**config.mk**
```make
export PLATFORM = sky130hd
export DESIGN_NAME = psq_cell
export DESIGN_NICKNAME = d
export VERILOG_FILES = /design/src/psq_pkg.sv /design/src/psq_cell.sv
export SDC_FILE = /design/constraint.sdc
export NUM_CORES = 1
export LEC_CHECK = 0
export BUFFER_PORTS_ARGS = -buffer_cell sky130_fd_sc_hd__buf_2
export CORE_ASPECT_RATIO = 1.25
export CORE_MARGIN = 8
export CORE_UTILIZATION = 45
export CTS_BUF_LIST = sky130_fd_sc_hd__clkbuf_8 sky130_fd_sc_hd__clkbuf_16
export CTS_CLUSTER_DIAMETER = 150
export DETAILED_ROUTE_END_ITERATION = 10
export PLACE_DENSITY_LB_ADDON = 0.15
export SLEW_MARGIN = 20
export SYNTH_ARGS = -nofsm -noshare
export SYNTH_HDL_FRONTEND = slang
export SYNTH_SLANG_ARGS = --single-unit
```
**constraint.sdc**
```tcl
create_clock -name clk -period 11.4 [get_ports clk]
set_input_delay 1.14 -clock clk [delete_from_list [all_inputs] [get_ports clk]]
set_output_delay 1.14 -clock clk [all_outputs]
set_load 0.01 [all_outputs]
```
**src/psq_pkg.sv**
```systemverilog
// Shared codes, defaults and control types for the priority stack queue.
package psq_pkg;

  localparam int PSQ_CAPACITY   = 64;
  localparam int PSQ_VALUE_BITS = 32;
  localparam int PSQ_PRIO_BITS  = 16;

  typedef enum logic [1:0] {
    KIND_PUSH  = 2'd0,
    KIND_POP   = 2'd1,
    KIND_QUERY = 2'd2
  } kind_t;

  typedef enum logic [1:0] {
    ERR_NONE       = 2'd0,
    ERR_POP_EMPTY  = 2'd1,
    ERR_PUSH_FULL  = 2'd2
  } err_t;

  // Operation broadcast to every cell of the chain.
  typedef struct packed {
    logic push;
    logic pop;
  } psq_op_t;

endpackage

```
**src/psq_cell.sv**
```systemverilog
// One storage cell of the sorted chain: holds an entry and shifts it to a neighbour.
module psq_cell import psq_pkg::*; #(
  parameter int VALUE_BITS = PSQ_VALUE_BITS,
  parameter int PRIO_BITS  = PSQ_PRIO_BITS
) (
  input  logic                  clk,
  input  psq_op_t               op_i,
  input  logic                  occupied_i,
  input  logic [VALUE_BITS-1:0] new_value_i,
  input  logic [PRIO_BITS-1:0]  new_prio_i,
  input  logic                  left_after_i,
  input  logic [VALUE_BITS-1:0] left_value_i,
  input  logic [PRIO_BITS-1:0]  left_prio_i,
  input  logic [VALUE_BITS-1:0] right_value_i,
  input  logic [PRIO_BITS-1:0]  right_prio_i,
  output logic                  after_o,
  output logic [VALUE_BITS-1:0] value_o,
  output logic [PRIO_BITS-1:0]  prio_o
);

  logic [VALUE_BITS-1:0] value_r, value_nxt;
  logic [PRIO_BITS-1:0]  prio_r, prio_nxt;

  // A new word goes below this cell only if the held priority is strictly higher.
  assign after_o = occupied_i && (prio_r > new_prio_i);

  always_comb begin
    value_nxt = value_r;
    prio_nxt  = prio_r;
    if (op_i.push) begin
      if (!after_o) begin
        if (left_after_i) begin
          value_nxt = new_value_i;
          prio_nxt  = new_prio_i;
        end else begin
          value_nxt = left_value_i;
          prio_nxt  = left_prio_i;
        end
      end
    end else if (op_i.pop) begin
      value_nxt = right_value_i;
      prio_nxt  = right_prio_i;
    end
  end

  always_ff @(posedge clk) begin
    value_r <= value_nxt;
    prio_r  <= prio_nxt;
  end

  assign value_o = value_r;
  assign prio_o  = prio_r;

endmodule

```
==> out/results.env <==
RUN_STATUS='finished, final reports clean'
SLEW_HEADROOM=0.472
NETLIST_AREA_SQ_UM=2840
CTS.CLK_SLEW.WORST_PATHS_PS=80
START_TO_END_TYPE_OF_THE_WORST_SETUP_PATH='in -> out'
MAX-VDD-IR-DROP_mV=0.0614
H-TREE-DEPTH=2
FINCLKSKEW_PS=4.06
POST_SYNTH_MAIN_AREA_CONTRIBUTORS='sky130_fd_sc_hd__edfxtp_1 51%, sky130_fd_sc_hd__mux2i_1 17%, sky130_fd_sc_hd__a21oi_1 9.7%'
POST_DR_VIAS_CELL=4.76
TIMING.HOLD.WORST.START='right_prio_i[11]'
FINALMAXSLEWVIOLATIONS=0
CP.REQUIRED_PS=10260
CTS_RESIZED=0
PLACEMENT.SETUP.WORST_SLACK_PS=7310
SYNTH_LARGEST_AREA_CELL='sky130_fd_sc_hd__edfxtp_1'
COMPOUND_GATE_PORTION_OF_THE_SYNTHESIZED_AREA=0.112
DP.FINAL_HPWL_MM=6.93
FLOORPLAN.DIE_AREA_SQ_UM=9120
CTS_INSERTED_BUFFERS=5
FINALCRITPERIODSHARE=0.357
WORSTSETUPENDPOINTTYPE='output port'
NETLIST_INSTANCES=270
SYNTHESIS.YOSYS.WARNINGS=0
YOSYSSEQAREASHARE=0.508
YOSYSTOPAREACELLSHARE=0.508
POST_CTS_BUFFERS=0
SYNTH.NET_COUNT=435
WL_MM=8.40
SETUP-TNS-FINAL_PS=0
GRT_PASS1_WL_MM=12.8
TRITONCTS_NUM_SINKS=48
VIAS_IN_THE_FIRST_GLOBAL_ROUTE=2772
START_KIND='input pin'
CRITICAL_PATH_FANOUTS_MAX=4
PERIOD_MINUS_SLACK_PS=4070
PLACE.PORT_BUFFERS=197
GRT_MAX_DEGREE=77
ANTENNA_FOUND_INITIAL=0
DETAIL_ROUTE.ITER0.VIOLATIONS=109
CLOCK_LATENCY_PS=290
FINAL_LAYOUT_SIZE_SUFFIX_GT1_FRAC=0.453
TIMING.FMAX_MHz=246
TIMING.FINAL.SETUP_VIOLATIONS=0
WL_PER_CELL_UM=15.4
INSERTEDDIODECOUNT=0
FINALWORSTSETUPSLACK_PS=7330
TIMING.CRITICAL_PATH.ARRIVAL_PS=2930
YS_FF_LATCH=48
YOSYS-MUX-AREA-FRACTION=0.169
MOSTFREQUENTLAYOUTCELLS='197 x sky130_fd_sc_hd__buf_2, 54 x sky130_fd_sc_hd__a21oi_1, 51 x sky130_fd_sc_hd__nor2_1, 48 x sky130_fd_sc_hd__mux2i_1, 48 x sky130_fd_sc_hd__edfxtp_1'
P_LEAK_uW=0.00200
FIRSTDRTPASSITERS=4
TIGHTEST_SLEW_PS=793
NUMBER_OF_DRC_VIOLATIONS_AFTER_DETAILED_ROUTING=0
DIE_HEIGHT_UM=105
POST_SYNTH_NUM_CELL_TYPES=20
OVERFLOW=0
ROUTE.VIAS.TOTAL=2599
UNREPAIRED_SETUP_ENDPOINTS_AFTER_GLOBAL_ROUTING='no'
CRITPATHLAUNCH='new_prio_i[15]'
TRITONCTS_CLOCK_TREE='built'
POSTROUTEANTENNANETS=0
DRV.MAX_CAP_VIOLATION_COUNT=0
SYNTH-ADDER-AREA-SHARE=0.0705
SYNTHTOLAYOUTAREAGROWTH_PCT=40.0
GRTUSAGETOTAL=0.178
NUM-FILL-CELLS=541
INITIAL_CORE_UTIL=0.463
AVG_CELL_AREA_SYN_SQ_UM=10.5
CTS-ROOT-BUF='sky130_fd_sc_hd__clkbuf_8'
CORE_AREA_SQ_UM=6130
KIND_OF_PATH_BEHIND_THE_TIGHTEST_HOLD_CHECK='in -> reg'
TOP_LEVEL_PORTS=198
POSTCTSHOLDBUFS=0
COMBINATIONAL_FAMILY_WITH_THE_MOST_AREA_AFTER_SYNTHESIS='multiplexers'
FLOORPLAN.DIE.WIDTH_UM=87.0
CLOCK_TREE.BUFFER_DEPTH=2
SIMPLE_GATE_SHARE_OF_THE_SYNTHESIZED_AREA=0.0944
FINAL-HOLD-VIOLATION-COUNT=0
POWER_DENSITY_nW_PER_UM2=109
FINAL_COMMON_CELL='sky130_fd_sc_hd__buf_2'
FINAL_NET_COUNT=625
WORSTREG2REGSTART='prio_o[15]'
SYNTH-XOR-AREA-SHARE=0
ROWS=32
PLACE_CONGESTION=0.847
power breakdown:
group | leakage, uW | switching [uW] | internal (uW) | total [uW]
clock | 0.0000482 | 52.1 | 41.0 | 93.2
combinational | 0.00148 | 62.5 | 53.3 | 116
sequential | 0.000473 | 5.89 | 219 | 224
Yosys cell counts (all sizes together):
library cell  count
a21oi            55
nor2             51
edfxtp           48
mux2i            48
ha               16
inv              16
clkbuf           12
nand2             6
buf               5
nand4             3
o21ai             3
a21o              1
a31oi             1
nor2b             1
nor3              1
nor4              1
o211ai            1
or4               1
sequential cells by signal, summed over array words and instances (netlist names):
name	count
value_o	32
prio_o	16
layer usage:
layer  part of all wire  GRT usage
met1               0.37      0.177
met2               0.51      0.319
met4              0.025     0.0642
met3              0.099     0.0745
met5                  0          0
final timing paths:
path	endpoint	slack (ps)	cells past startpoint
worst max-delay path	after_o	7330	8
worst min-delay path	prio_o[11]	1170	3
worst max register to register	value_o[4]	8630	7
worst min register to register	prio_o[7]	1400	5
through the flow:
stage | hold WS, ps | cells | cell area [sq um] | util | total power [uW]
6_report | 1170 | 546 | 3970 | 0.649 | 433
4_1_cts | 1160 | 546 | 3970 | 0.649 | 440
2_1_floorplan | 1370 | 270 | 2840 | - | 289
3_5_place_dp | 1420 | 538 | 3890 | 0.636 | 346
3_3_place_gp | 1390 | 538 | 3890 | 0.636 | 343
5_1_grt | 1170 | 546 | 3970 | 0.649 | 459
cell type report:
| cell class | instances | area [sq um] | share of cell area |
|---|---|---|---|
| flip-flops and latches | 48 | 1440 | 0.363 |
| multi-input cells | 189 | 1280 | 0.321 |
| repair buffers | 200 | 1010 | 0.254 |
| well taps | 85 | 106 | 0.0268 |
| clock buffers | 5 | 68.8 | 0.0173 |
| inverters | 16 | 60.1 | 0.0151 |
| clock inverters | 3 | 11.3 | 0.00283 |
critical path, stage by stage:
cell,delay (ps)
sky130_fd_sc_hd__buf_2,90
sky130_fd_sc_hd__inv_1,40
sky130_fd_sc_hd__ha_1,310
sky130_fd_sc_hd__nand4_2,170
sky130_fd_sc_hd__or4_4,570
sky130_fd_sc_hd__a21o_1,170
sky130_fd_sc_hd__a31oi_2,250
sky130_fd_sc_hd__buf_2,180
logic make-up after synthesis:
logic type                 count (synthesis)
and+or+nand+nor                           64
AOI/OAI and AO/OA                         61
muxes                                     48
DFF                                       48
buffers and inverters                     33
adders and majority gates                 16
No activity file was read; power rests on OpenSTA's default activity.
